File: src/sv/svfr_pkg.sv
// Package for the serial velocity frame receiver: frame bytes, commands and sizes.
// Depends on nothing.
package svfr_pkg;

    localparam int PAYLOAD_BYTES = 5;
    localparam int CNT_W         = $clog2(PAYLOAD_BYTES + 1);
    localparam int IDX_W         = $clog2(PAYLOAD_BYTES);

    localparam logic [7:0] HDR_FIRST  = 8'h56;
    localparam logic [7:0] HDR_SECOND = 8'h91;
    localparam logic [7:0] TRAILER    = 8'h11;
    localparam logic [7:0] CMD_LEFT   = 8'hAA;
    localparam logic [7:0] CMD_RIGHT  = 8'hBB;
    localparam logic [7:0] CMD_REPORT = 8'hCC;

    localparam logic KIND_BYTE = 1'b0;
    localparam logic KIND_TICK = 1'b1;

    typedef logic [7:0]  t_byte;
    typedef logic [31:0] t_word;

endpackage

File: src/sv/serial_velocity_frame_receiver_unit.sv
// Serial velocity frame receiver: input register, frame parser, result register.
// Path: an accepted beat is held in the input register, then moves into the result
// register once the result slot is free, raising o_valid; two register stages in all.
// Throughput: one beat per cycle while results drain; the parser advances once per beat.
// o_ready drops only while both stages hold a beat and i_ready is low (combinational).
// Reset: i_rst_n is synchronous, active low; it empties both stages, idles the parser,
// and zeroes both velocity words and the seen flag.
module serial_velocity_frame_receiver_unit
    import svfr_pkg::*;
(
    input  logic        i_clk,
    input  logic        i_rst_n,
    input  logic        i_valid,
    output logic        o_ready,
    input  logic        i_kind,
    input  logic [7:0]  i_rx_byte,
    output logic        o_valid,
    input  logic        i_ready,
    output logic [31:0] o_left_velocity_bits,
    output logic [31:0] o_right_velocity_bits,
    output logic        o_send_request,
    output logic        o_frame_done
);

    // Parser phases.
    localparam logic [1:0] PH_IDLE    = 2'd0;
    localparam logic [1:0] PH_HDR     = 2'd1;
    localparam logic [1:0] PH_PAYLOAD = 2'd2;
    localparam logic [1:0] PH_TRAILER = 2'd3;

    localparam logic [CNT_W-1:0] CNT_FULL = CNT_W'(PAYLOAD_BYTES);
    localparam logic [CNT_W-1:0] CNT_ONE  = CNT_W'(1);

    // Input register stage.
    logic             r_in_valid;
    logic             r_in_kind;
    t_byte            r_in_byte;

    // Parser and velocity state.
    logic [1:0]       r_phase,  n_phase;
    logic [CNT_W-1:0] r_count,  n_count;
    t_byte            r_store [PAYLOAD_BYTES];
    t_byte            n_store [PAYLOAD_BYTES];
    t_word            r_left,   n_left;
    t_word            r_right,  n_right;
    logic             r_seen,   n_seen;

    // Result register stage.
    logic             r_out_valid;
    t_word            r_res_left;
    t_word            r_res_right;
    logic             r_res_send;
    logic             r_res_done;

    logic             n_send;
    logic             n_done;
    logic             out_free;
    logic             advance;
    logic [CNT_W-1:0] count_inc;
    t_word            payload_word;

    // The result slot is free when it is empty or being taken this cycle. The input
    // register moves into it whenever it holds a beat and the slot is free, so a new
    // beat can be taken every cycle while results keep draining.
    assign out_free = !r_out_valid || i_ready;
    assign advance  = r_in_valid && out_free;
    assign o_ready  = !r_in_valid || out_free;

    assign count_inc    = r_count + CNT_ONE;
    assign payload_word = {r_store[4], r_store[3], r_store[2], r_store[1]};

    // Parser for the beat held in the input register.
    always_comb begin
        n_phase = r_phase;
        n_count = r_count;
        n_store = r_store;
        n_left  = r_left;
        n_right = r_right;
        n_seen  = r_seen;
        n_send  = 1'b0;
        n_done  = 1'b0;

        priority if (r_in_kind == KIND_TICK) begin
            // A tick zeroes the targets unless a velocity frame came since the last one.
            if (!r_seen) begin
                n_left  = '0;
                n_right = '0;
            end else begin
                n_seen = 1'b0;
            end
        end else if (r_phase == PH_IDLE && r_in_byte == HDR_FIRST) begin
            n_phase = PH_HDR;
        end else if (r_phase == PH_HDR && r_in_byte == HDR_SECOND) begin
            n_phase = PH_PAYLOAD;
        end else if (r_phase == PH_PAYLOAD) begin
            // Every byte is payload here; the count decides when the trailer is due.
            if (r_count < CNT_FULL) begin
                for (int i = 0; i < PAYLOAD_BYTES; i++) begin
                    if (r_count[IDX_W-1:0] == IDX_W'(i)) begin
                        n_store[i] = r_in_byte;
                    end
                end
                n_count = count_inc;
                if (count_inc >= CNT_FULL) begin
                    n_phase = PH_TRAILER;
                end
            end else begin
                n_phase = PH_TRAILER;
            end
        end else if (r_phase == PH_TRAILER && r_in_byte == TRAILER) begin
            // Complete frame: the store keeps its bytes, the command byte decides.
            n_phase = PH_IDLE;
            n_count = '0;
            n_done  = 1'b1;
            priority if (r_store[0] == CMD_LEFT) begin
                n_left = payload_word;
                n_seen = 1'b1;
            end else if (r_store[0] == CMD_RIGHT) begin
                n_right = payload_word;
                n_seen  = 1'b1;
            end else if (r_store[0] == CMD_REPORT) begin
                n_send = 1'b1;
            end else begin
                // Unknown command: the frame counts as done and nothing else changes.
            end
        end else begin
            // Unexpected byte: back to idle with an empty store. A first header byte
            // that breaks a frame does not open a new one.
            n_phase = PH_IDLE;
            n_count = '0;
            for (int i = 0; i < PAYLOAD_BYTES; i++) begin
                n_store[i] = '0;
            end
        end
    end

    // Control state and the velocity words.
    always_ff @(posedge i_clk) begin
        if (!i_rst_n) begin
            r_in_valid  <= 1'b0;
            r_out_valid <= 1'b0;
            r_phase     <= PH_IDLE;
            r_count     <= '0;
            r_left      <= '0;
            r_right     <= '0;
            r_seen      <= 1'b0;
            for (int i = 0; i < PAYLOAD_BYTES; i++) begin
                r_store[i] <= '0;
            end
        end else begin
            if (o_ready) begin
                r_in_valid <= i_valid;
            end
            if (out_free) begin
                r_out_valid <= r_in_valid;
            end
            if (advance) begin
                r_phase <= n_phase;
                r_count <= n_count;
                r_store <= n_store;
                r_left  <= n_left;
                r_right <= n_right;
                r_seen  <= n_seen;
            end
        end
    end

    // Payload registers of both stages.
    always_ff @(posedge i_clk) begin
        if (o_ready && i_valid) begin
            r_in_kind <= i_kind;
            r_in_byte <= i_rx_byte;
        end
        if (advance) begin
            r_res_left  <= n_left;
            r_res_right <= n_right;
            r_res_send  <= n_send;
            r_res_done  <= n_done;
        end
    end

    assign o_valid               = r_out_valid;
    assign o_left_velocity_bits  = r_res_left;
    assign o_right_velocity_bits = r_res_right;
    assign o_send_request        = r_res_send;
    assign o_frame_done          = r_res_done;

endmodule

File: config.mk
export PLATFORM = sky130hd
export DESIGN_NAME = serial_velocity_frame_receiver_unit
export DESIGN_NICKNAME = d
export VERILOG_FILES = /design/src/sv/svfr_pkg.sv /design/src/sv/serial_velocity_frame_receiver_unit.sv
export SDC_FILE = /design/constraint.sdc
export NUM_CORES = 1
export LEC_CHECK = 0
export BUFFER_PORTS_ARGS = -buffer_cell sky130_fd_sc_hd__buf_2
export CAP_MARGIN = 20
export CORE_MARGIN = 3
export CORE_UTILIZATION = 45
export CTS_CLUSTER_SIZE = 28
export DETAILED_ROUTE_END_ITERATION = 7
export PLACE_DENSITY = 0.65
export SLEW_MARGIN = 20
export SYNTH_ARGS = -nofsm -noshare
export SYNTH_HDL_FRONTEND = slang
export SYNTH_SLANG_ARGS = --single-unit
File: constraint.sdc
create_clock -name i_clk -period 4.24 [get_ports i_clk]
set_input_delay 1.272 -clock i_clk [delete_from_list [all_inputs] [get_ports i_clk]]
set_output_delay 1.272 -clock i_clk [all_outputs]
set_load 0.01 [all_outputs]
Yosys cells after proc, flatten, opt, wreduce, memory -nomap -nowiden
Cells that the tools add are included.
{"block": "totals", "out_inout_bits": 68, "inputBits": 13, "elab_cells": 111, "ff_bits": 187}
{"block": "op_classes", "add_sub_neg": 1, "n_eq_ne": 24, "bitwise": 4, "n_reduce_logical": 23, "order_cmp": 2, "n_mux": 39}
{"operator": "32-bit two-way mux", "count": 15}
{"operator": "40-bit two-way mux", "count": 3}
{"operator": "8-bit two-way mux", "count": 5}
{"operator": "7-bit AND reduction", "count": 5}
{"operator": "8-bit equality test (second input constant)", "count": 4}
{"operator": "2-bit by 1-bit inequality test with 1-bit output (second input constant)", "count": 6}
{"operator": "2-bit two-way mux", "count": 5}
{"operator": "1-bit two-way mux", "count": 9}
{"operator": "8-bit by 5-bit equality test with 1-bit output (second input constant)", "count": 1}
{"operator": "8-bit by 7-bit equality test with 1-bit output (second input constant)", "count": 1}
{"operator": "2-bit inequality test (second input constant)", "count": 4}
{"operator": "7-bit OR reduction", "count": 1}
{"operator": "3-bit by 2-bit equality test with 1-bit output (second input constant)", "count": 2}
{"operator": "3-bit two-way mux", "count": 2}
{"operator": "6-bit AND reduction", "count": 1}
{"operator": "1-bit logical AND", "count": 5}
{"operator": "5-bit by 4-bit inequality test with 1-bit output (second input constant)", "count": 1}
{"operator": "5-bit AND reduction", "count": 1}
{"operator": "2-bit equality test (second input constant)", "count": 2}
{"operator": "1-bit inverter", "count": 4}
{"operator": "4-bit OR reduction", "count": 1}
{"operator": "3-bit by 1-bit adder with 3-bit output (second input constant)", "count": 1}
{"operator": "3-bit by 1-bit equality test with 1-bit output (second input constant)", "count": 1}
{"operator": "3-bit equality test (second input constant)", "count": 1}
{"operator": "other kinds (10)", "count": 12}

Longest topological paths before layout
Gate-level depths: netlist of run 1.
{"block": "depth", "word_depth": 8, "ltp_mapped": 7, "mapped_depth_nobuf": 7}

Least setup slack after synthesis of run 1
OpenSTA, ideal clock, no wires.
{"block": "synth_timing", "path_type": "input port to flip-flop", "start": "in i_ready", "end": "reg r_res_done, in the netlist o_frame_done (enable)", "n_path_buf": 0, "arrival_time_ns": 2.815, "path_slack_ns": 1.005, "setup_time_ns": 0.421, "path_stages": 3, "required_ns": 3.819, "path_cell_list": "nand2b_1 nand2_1 inv_1"}
{"block": "synth_between", "elab_chain_cells": 2}
{"element": "start, declared", "line": "serial_velocity_frame_receiver_unit.sv:18", "rtl": "input logic i_ready,"}
{"element": "1-bit logical OR", "line": "serial_velocity_frame_receiver_unit.sv:65", "rtl": "assign out_free = !r_out_valid || i_ready;"}
{"element": "1-bit logical AND", "line": "serial_velocity_frame_receiver_unit.sv:66", "rtl": "assign advance = r_in_valid && out_free;"}
{"element": "net advance", "line": "serial_velocity_frame_receiver_unit.sv:58", "rtl": "logic advance;"}
{"element": "end signal, assigned", "line": "serial_velocity_frame_receiver_unit.sv:178", "rtl": "r_res_done <= n_done;"}
{"element": "end, declared", "line": "serial_velocity_frame_receiver_unit.sv:53", "rtl": "logic r_res_done;"}
The timed path passes the listed nets, and every way through them passes these cells.
A chain may end at the register's enable or synchronous reset.

Worst setup path after layout of run 1
{"block": "layout_timing", "start": "in i_ready", "end": "out o_ready"}
{"block": "layout_between", "elab_chain_cells": 2}
{"element": "1-bit logical OR", "line": "serial_velocity_frame_receiver_unit.sv:65"}
{"element": "1-bit logical OR", "line": "serial_velocity_frame_receiver_unit.sv:67", "rtl": "assign o_ready = !r_in_valid || out_free;"}
{"element": "end, declared", "line": "serial_velocity_frame_receiver_unit.sv:14", "rtl": "output logic o_ready,"}
Every way passes these cells.

==> implementation parameters, run 1 <==
Parameter                              Value

Logic synthesis
  Proportion of netlist area held by the largest area contributor ... 0.299
  Cell with the most instances after synthesis ... nand2_1
  Largest cells by area after synthesis ... edfxtp_1, dfxtp_1, nand2_1
  Seq cells post-synth ... 187
  Number of enable flip-flop cells after synthesis ... 75
  Post-synth cell types ... 43
  Fraction of the yosys area taken by sequential cells ... 0.597
  Synth warn ... 0
  Leading cell types by count after synthesis ... nand2_1, dfxtp_1, edfxtp_1
  Net Count, Synth ... 749
  Average cell area after synthesis ... 10.3 sq um
  Fraction of registers with async set/reset ... 0
  Synthesized netlist cell count ... 730
  Main flop type after synthesis ... dfxtp_1
  Netlist area before placement ... 0.00753 sq mm
  Cell type with the largest total area after synthesis ... edfxtp_1

Placed design
  Pre-CTS setup slack ... 915 ps
  Final weighted congestion of routability-driven global placement ... 0.861
  Quantity of I/O buffers inserted on ports ... 80
  Detail Placement HPWL ... 10000 microns

Clock network
  Number of sinks driven by the clock tree ... 187
  Number of buffers added for setup after CTS ... 0
  Clock buffer count from CTS ... 17
  Number of gates given a new drive strength after cts ... 0
  Deepest level of the CTS H-tree ... 4
  Clock-pin slew on the worst setup and hold paths ... 60 ps
  Maximum clock path buffer count ... 2
  Clock latency at the later pin of the worst-skew pair ... 430 ps
  Clock tree from TritonCTS ... built
  Number of hold buffers added after cts ... 0
  Root Driver ... clkbuf_16

Pwr
  Fraction of power consumed by the clock network ... 0.434
  Leakage ... 3.06 nW
  Max rail drop VDD ... 0.276 mV
  Share of total power in sequential cells ... 0.528
  Switching power ... 0.764 mW
  Overall power ... 3.64 mW
  Power density normalized to cell area ... 423 mW/mm^2
  Internal power ... 2.87 mW
  Net switching fraction of the power ... 0.210
  Part of the total power dissipated in combinational logic ... 0.038

Timing
  Clock Skews ... 10.4 ps
  Post-route fraction of the period consumed by the critical path ... 0.736
  Actual transition at the worst max-transition pin ... 892 ps
  Endpoints failing setup ... 0
  Total negative setup slack ... 0 ps
  Hold Fails Final Rpt ... 0
  RSZ-0062 raised after global routing ... no
  Final max-slew violation count ... 0
  FMAX ... 321 MHz
  Normalized max-slew margin ... 0.405
  Setup WS post-layout ... 1120 ps
  Clock period minus worst slack ... 3120 ps

Die
  Starting density of the core ... 0.467
  Floorplan die height ... 135 microns
  Count of pins on the block boundary ... 81
  Chip Width ... 135 microns
  Core ar. ... 0.0161 sq mm
  Die outline area ... 0.0183 sq mm
  Row count ... 46

Critical path
  Worst-path maximum fanout ... 3
  Arrival time of the worst setup path ... 1850 ps
  Required arrival time at the worst endpoint ... 2970 ps
  Critical path type ... input port to output port
  Element type at the critical path end ... output port
  Type of element launching the critical path ... input port

Drt
  Routed WL ... 15900 microns
  First-pass DRT Iterations ... 4
  Routed length per placed instance ... 15.6 microns
  Total number of vias ... 5336
  Via/cell ratio ... 5.25
  Number of design-rule violations left by the first detailed-router iteration ... 360
  Count of unresolved DRC violations after routing ... 0
  Antenna viol nets, final ... 0

Cells and area
  Fraction of final layout cells sized beyond drive strength 1 ... 0.202
  Filler cell count in the final layout ... 1442
  Net count, final ... 807
  Total area of multi-input combinational cells ... 0.00274 sq mm
  Synth-to-layout area growth ... 14.2%
  Sequential cell area ... 0.00449 sq mm
  Number of diodes added for antenna fixing ... 0

Flow run
  Max-cap violations ... 0

Min path
  Class of the tightest hold or removal check ... register to register

Global route
  Gr ovfl total ... 0
  Via count of the first global-routing pass ... 5087
  Antenna violations before repair ... 0
  Pin count of the biggest net entering global routing ... 66
  Total track usage ... 0.181
  First-pass GRT wire length ... 26100 microns

Status
  Run status ... finished clean
-- cells in the final DEF, fill, tap and decap left out, types with 17 or more instances in the layout --
master     count
dfxtp_1      112
o21ai_0       67
buf_2         80
edfxtp_1      75
o21ai_2       29
nand3_1       58
clkbuf_16     17
nand2_1      189
mux2i_1       43
o21ai_1       33
-- cell type report --
cell class | instances | area share
clock inverters | 12 | 0.0169
inverters | 7 | 0.00306
clock buffers | 20 | 0.0508
multi-input cells | 487 | 0.319
repair buffers | 88 | 0.0565
well taps | 216 | 0.0314
flip-flops and latches | 187 | 0.523
-- registers in the layout, indices dropped and copies added (netlist names) --
register               flops
o_frame_done               1
o_left_velocity_bits      32
o_right_velocity_bits     32
o_send_request             1
o_valid                    1
payload_word              32
r_count                    3
r_in_byte                  8
r_in_kind                  1
r_in_valid                 1
r_left                    32
r_phase                    2
r_right                   32
r_seen                     1
r_store                    8
-- per-stage QoR --
stage	utilization	cell area [sq um]	std cells	hold WS [ps]
floorplan	-	7530	730	438
global placement	0.497	8010	985	446
detailed placement	0.497	8010	985	453
CTS	0.533	8590	1017	462
global route	0.533	8600	1017	482
finish	0.533	8600	1017	459
-- metal layers --
layer / wire, microns / share of wire / up-vias / GRT usage
met1: 7250 / 0.46 / 2522 / 0.241
met5: 0 / 0 / - / 0
li1: - / - / 2666 / -
met2: 7550 / 0.48 / 125 / 0.294
met4: 315 / 0.020 / 0 / 0.0728
met3: 774 / 0.049 / 23 / 0.0331
-- worst paths after layout --
| path | slack, ps | cells past startpoint | start | endpoint |
|---|---|---|---|---|
| max | 1120 | 4 | i_ready | o_ready |
| min | 460 | 2 | r_left[17] | r_left[17] |
| min reg2reg | 460 | 2 | r_left[17] | r_left[17] |
| max reg2reg | 1480 | 5 | r_in_byte[3] | o_right_velocity_bits[3] |
-- critical path, stage by stage --
cell     delay, ps
buf_2          110
nor2b_1        220
nand2_1        100
buf_2          150
-- kinds of logic (layout without fill, tap and decap cells) --
group           after synthesis  count (layout)  share of synthesized area
flops                       187             187                      0.597
compound gates              143             143                      0.114
fa+ha+maj                     6               6                    0.00997
xor+xnor                      1               1                    0.00116
buf+inv                      56             127                     0.0421
simple gates                294             294                      0.178
mux                          43              43                     0.0572
-- power by group through the flow --
stage	sequential (mW)	combinational, mW	clock, mW
final	1.92	0.138	1.58
after floorplan	1.98	0.0614	0
after global placement	1.96	0.139	0
after global routing	1.92	0.150	1.67
after detailed placement	1.96	0.141	0
after CTS	1.92	0.141	1.61
No activity file was read; power rests on OpenSTA's default activity.
==> run 2: changes to the inputs <==
PLACE_DENSITY = 0.67   (was 0.65)
clock period = 2.8 ns   (was 4.24 ns; I/O delays follow)
==> run 2 against run 1 <==
Via count grew 0.71%; utilization grew 0.46 points; flip-flop and latch count stayed put; global-route usage decreased by 0.13 points; count of clock-buffer cells in the layout down 3; die area stayed put; critical endpoint is now r_left[23]; largest power group unchanged; highest routed layer unchanged.
==> implementation parameters, run 2 (synthesis results as in run 1) <==
Parameter                              Value

Drt
  First-pass DRT Iterations ... 4 (unchanged)
  Total number of vias ... 5374 (+0.71%)
  Number of design-rule violations left by the first detailed-router iteration ... 287 (-20%)
  Routed length per placed instance ... 15.8 microns (+1.1%)
  Via/cell ratio ... 5.25 (+0.12%)
  Count of unresolved DRC violations after routing ... 0 (unchanged)
  Routed WL ... 16200 microns (+1.7%)
  Antenna viol nets, final ... 0 (unchanged)

Critical path
  Worst-case register-to-register setup slack ... 390 ps (-1090 ps)
  Critical path type ... register to register
  CP bufs+invs ... 1 (-1)
  Critical Path Source ... r_in_byte[3]
  Arrival time of the worst setup path ... 2720 ps (+870 ps)
  CP max stage delay ... 700 ps (+480 ps)
  Timing endpoint of the critical path ... r_left[23]
  Element type at the critical path end ... register
  Count of cells along the worst register-to-register path ... 6 (+1)
  Critical path, cell by cell ... nor4b_4 -> nand4_1 -> or4_2 -> buf_4 -> nand3_1 -> o21ai_2
  Stages on the worst setup path ... 6 (+2)
  Required arrival time at the worst endpoint ... 3100 ps (+130 ps)
  Type of element launching the critical path ... register
  Top delay family on crit path ... simple AND/OR/NAND/NOR gates
  Cell with the biggest individual delay on the critical path ... or4_2
  Worst-path maximum fanout ... 41 (+38)
  FF-to-FF Start ... r_in_byte[3]
  Worst flop-to-flop path endpoint ... r_left[23]

Flow run
  Max-cap violations ... 0 (unchanged)

Clock network
  Clock-pin slew on the worst setup and hold paths ... 70 ps (about the same)
  Deepest level of the CTS H-tree ... 4 (unchanged)
  Clock latency at the later pin of the worst-skew pair ... 430 ps (about the same)
  Root Driver ... clkbuf_16
  Number of hold buffers added after cts ... 0 (unchanged)
  Clock tree from TritonCTS ... built
  Number of buffers added for setup after CTS ... 0 (unchanged)
  Number of sinks driven by the clock tree ... 187 (unchanged)
  Maximum clock path buffer count ... 2 (unchanged)
  Number of gates given a new drive strength after cts ... 0 (unchanged)
  Clock buffer count from CTS ... 17 (unchanged)

Pwr
  Power density normalized to cell area ... 628 mW/mm^2 (+48%)
  Max rail drop VDD ... 0.430 mV (+56%)
  Leakage ... 3.08 nW (+0.65%)

Placed design
  Final weighted congestion of routability-driven global placement ... 0.884 (+2.7%)
  Quantity of I/O buffers inserted on ports ... 80 (unchanged)
  Detail Placement HPWL ... 10500 microns (+4.7%)

Min path
  Class of the tightest hold or removal check ... register to register

Cells and area
  Net count, final ... 813 (+0.74%)
  Synth-to-layout area growth ... 15.2%
  Leading cell types in the layout, fill and taps excluded ... nand2_1, dfxtp_1, buf_2, edfxtp_1, o21ai_0
  Number of diodes added for antenna fixing ... 0 (unchanged)
  Fraction of final layout cells sized beyond drive strength 1 ... 0.216 (+0.0134)
  Post-route core utilization ... 0.538 (+0.00458)
  Commonest non-fill, non-tap cell in the layout ... nand2_1

Timing
  Actual transition at the worst max-transition pin ... 729 ps (-163 ps)
  Total negative setup slack ... 0 ps (unchanged)
  RSZ-0062 raised after global routing ... no
  Final max-slew violation count ... 0 (unchanged)
  Worst Hold Margin ... 462 ps (+3.04 ps)
  Endpoints failing setup ... 0 (unchanged)
  Normalized max-slew margin ... 0.514 (+0.109)
  FMAX ... 414 MHz
  Clock Skews ... 6.43 ps (-3.96 ps)
  Post-route fraction of the period consumed by the critical path ... 0.862
  Hold Fails Final Rpt ... 0 (unchanged)
  Clock period minus worst slack ... 2410 ps

Global route
  Gr ovfl total ... 0 (unchanged)
  Pin count of the biggest net entering global routing ... 65 (-1.5%)
  Total track usage ... 0.180 (-0.00128)
  Antenna violations before repair ... 0 (unchanged)
  Via count of the first global-routing pass ... 5178 (+1.8%)
  First-pass GRT wire length ... 25700 microns (-1.4%)

Die
  Count of pins on the block boundary ... 81 (unchanged)
  Row count ... 46 (unchanged)
  Die outline area ... 0.0183 sq mm (unchanged)
  Floorplan die height ... 135 microns (unchanged)
  Core ar. ... 0.0161 sq mm (unchanged)
  Starting density of the core ... 0.467 (unchanged)
  Chip Width ... 135 microns (unchanged)

Status
  Run status ... finished clean
[run 2: cell count changes in the layout (fill, tap and decap cells not counted), sizes merged]
cell	before	now
buf	88	94
clkbuf	20	17
clkinvlp	1	4
bufinv	3	1
inv	9	11
[run 2: area by class of cell]
type / count / area (sq um)
fill: 1469 / 7440
sequential: 187 / 4490
multi-input combinational: 487 / 2740
timing repair buffer: 94 / 556
clock buffer: 17 / 425
tap: 216 / 270
clock inverter: 15 / 159
inverter: 7 / 30.0
[run 2: worst min path at each step]
stage | start | to | slack [ps] | cells past startpoint
after floorplan | r_right[0] | r_right[0] | 440 | 2
after global placement | r_store[39] | r_store[39] | 450 | 2
after detailed placement | r_right[3] | r_right[3] | 450 | 2
after CTS | r_right[14] | r_right[14] | 460 | 2
after global routing | r_left[24] | r_left[24] | 480 | 2
final | r_right[3] | r_right[3] | 460 | 2
[run 2: worst register-to-register path, cell delays in order, from the launching register on]
cell      delay [ps]
edfxtp_1         450
nor4b_4          400
nand4_1          160
or4_2            700
buf_4            330
nand3_1          190
o21ai_2           70
[run 2: metal layers]
layer	track usage	part of all wire	vias to the layer above
met3	0.0412	0.047	29
met2	0.300	0.48	144
met5	0	0	-
met4	0.0817	0.028	0
li1	-	-	2687
met1	0.222	0.45	2514
[run 2: where the power goes]
part           switching (mW)  internal [mW]  leakage, nW
Clock                    1.07           1.26        0.276
Combinational           0.144         0.0686         1.23
Sequential             0.0204           2.88         1.57
Total                    1.24           4.21         3.08
[run 2: stage by stage]
step	cell area (sq um)	std cells	setup slack (ps)	power, mW
after global placement	8090	991	228	3.18
after CTS	8670	1023	408	5.50
after floorplan	7530	730	238	3.09
after global routing	8670	1023	242	5.62
final	8670	1023	386	5.44
after detailed placement	8090	991	164	3.18
==> run 3: changes to the inputs <==
MAX_ROUTING_LAYER = met4   (was default)
==> run 3 against run 2 <==
Non-clock buffer count unchanged; design area up 0.16%; utilization up 0.085 points.
==> implementation parameters, run 3 (synthesis results as in run 1) <==
Parameter                              Value

Status
  Run status ... finished clean

Global route
  Total track usage ... 0.189 (+0.00900)
  Antenna violations before repair ... 1 (+1)
  Gr ovfl total ... 0 (unchanged)
  First-pass GRT wire length ... 26400 microns (+2.7%)
  Pin count of the biggest net entering global routing ... 65 (unchanged)
  Via count of the first global-routing pass ... 5227 (+0.95%)

Critical path
  Cell with the biggest individual delay on the critical path ... or4_2
  Top delay family on crit path ... simple AND/OR/NAND/NOR gates
  CP max stage delay ... 640 ps (-60 ps)
  Critical path, cell by cell ... nor4b_4 -> nand4_1 -> or4_2 -> buf_4 -> nand3_1 -> o21ai_1
  Arrival time of the worst setup path ... 2720 ps (about the same)
  Worst-path maximum fanout ... 63 (+54%)
  Type of element launching the critical path ... register
  CP bufs+invs ... 1 (unchanged)
  Critical path type ... register to register
  Element type at the critical path end ... register
  Required arrival time at the worst endpoint ... 3100 ps (about the same)

Timing
  Clock Skews ... 8.53 ps (+2.10 ps)
  Endpoints failing setup ... 0 (unchanged)
  Hold Fails Final Rpt ... 0 (unchanged)
  Post-route fraction of the period consumed by the critical path ... 0.866 (+0.00357)
  Clock period minus worst slack ... 2420 ps (+10.0 ps)
  Worst Hold Margin ... 460 ps (-1.68 ps)
  RSZ-0062 raised after global routing ... no
  Total negative setup slack ... 0 ps (unchanged)
  Normalized max-slew margin ... 0.548 (+0.0335)
  FMAX ... 412 MHz (-0.41%)
  Actual transition at the worst max-transition pin ... 678 ps (-50.2 ps)
  Final max-slew violation count ... 0 (unchanged)

Die
  Starting density of the core ... 0.467 (unchanged)
  Count of pins on the block boundary ... 81 (unchanged)
  Row count ... 46 (unchanged)
  Chip Width ... 135 microns (unchanged)
  Core ar. ... 0.0161 sq mm (unchanged)
  Die outline area ... 0.0183 sq mm (unchanged)
  Floorplan die height ... 135 microns (unchanged)

Drt
  First-pass DRT Iterations ... 4 (unchanged)
  Via/cell ratio ... 5.30 (+0.96%)
  Total number of vias ... 5431 (+1.1%)
  Routed WL ... 16300 microns (+0.99%)
  Count of unresolved DRC violations after routing ... 0 (unchanged)
  Number of design-rule violations left by the first detailed-router iteration ... 499 (+74%)
  Antenna viol nets, final ... 0 (unchanged)
  Routed length per placed instance ... 15.9 microns (+0.89%)

Pwr
  Leakage ... 3.09 nW (+0.30%)
  Max rail drop VDD ... 0.429 mV (-0.16%)
  Power density normalized to cell area ... 639 mW/mm^2 (+1.8%)

Cells and area
  Fraction of final layout cells sized beyond drive strength 1 ... 0.211 (-0.00496)
  Synth-to-layout area growth ... 15.4%
  Net count, final ... 813 (unchanged)
  Commonest non-fill, non-tap cell in the layout ... nand2_1
  Leading cell types in the layout, fill and taps excluded ... nand2_1, dfxtp_1, buf_2, edfxtp_1, o21ai_0

Clock network
  Clock latency at the later pin of the worst-skew pair ... 430 ps (about the same)
  Maximum clock path buffer count ... 2 (unchanged)
  Clock-pin slew on the worst setup and hold paths ... 70 ps (about the same)
  Clock buffer count from CTS ... 17 (unchanged)
  Number of buffers added for setup after CTS ... 0 (unchanged)
  Number of hold buffers added after cts ... 0 (unchanged)
  Number of sinks driven by the clock tree ... 187 (unchanged)
  Number of gates given a new drive strength after cts ... 0 (unchanged)
  Clock tree from TritonCTS ... built
  Deepest level of the CTS H-tree ... 4 (unchanged)
  Root Driver ... clkbuf_16

Placed design
  Quantity of I/O buffers inserted on ports ... 80 (unchanged)
  Detail Placement HPWL ... 10400 microns (-1.1%)
  Final weighted congestion of routability-driven global placement ... 0.889 (+0.55%)

Min path
  Class of the tightest hold or removal check ... register to register

Flow run
  Max-cap violations ... 0 (unchanged)
run 3: worst paths after layout:
path | start | to | slack (ps) | cells after the start
hold / removal | r_store[35] | r_store[35] | 460 | 2
hold reg to reg | r_store[35] | r_store[35] | 460 | 2
setup reg to reg | r_in_byte[1] | r_right[23] | 380 | 6
setup / recovery | r_in_byte[1] | r_right[23] | 380 | 6
run 3: cell type report:
type / instances / area, sq um
repair buffers: 94 / 556
flip-flops and latches: 187 / 4490
well taps: 216 / 270
clock inverters: 10 / 141
multi-input cells: 487 / 2740
diodes: 1 / 2.50
fillers: 1418 / 7430
inverters: 7 / 30.0
clock buffers: 22 / 454
run 3: power by group:
group	leakage, nW	internal [mW]	total, mW	switching, mW
clock	0.285	1.43	2.43	1.00
sequential	1.57	2.88	2.91	0.0213
combinational	1.23	0.0686	0.213	0.144
run 3: per-stage QoR:
step / utilization / power [mW] / cell area [sq um] / setup slack, ps / instances
after global routing: 0.539 / 5.71 / 8680 / 243 / 1024
after floorplan: - / 3.09 / 7530 / 238 / 730
after detailed placement: 0.502 / 3.18 / 8090 / 183 / 991
after global placement: 0.502 / 3.18 / 8090 / 242 / 991
final: 0.539 / 5.55 / 8680 / 376 / 1024
after CTS: 0.539 / 5.59 / 8680 / 377 / 1023
run 3: per-layer routing:
metal  vias to the layer above  track usage  share of wire
met2                       166        0.308           0.48
met1                      2564        0.235           0.45
met4                         0       0.0683          0.017
met3                        25       0.0368          0.048
met5                         -            -              0
li1                       2676            -              -
run 3: tightest hold or removal path, cell delays in order (launching register included):
cell and delay [ps]:
dfxtp_1 310, nand2_1 50, mux2i_1 60
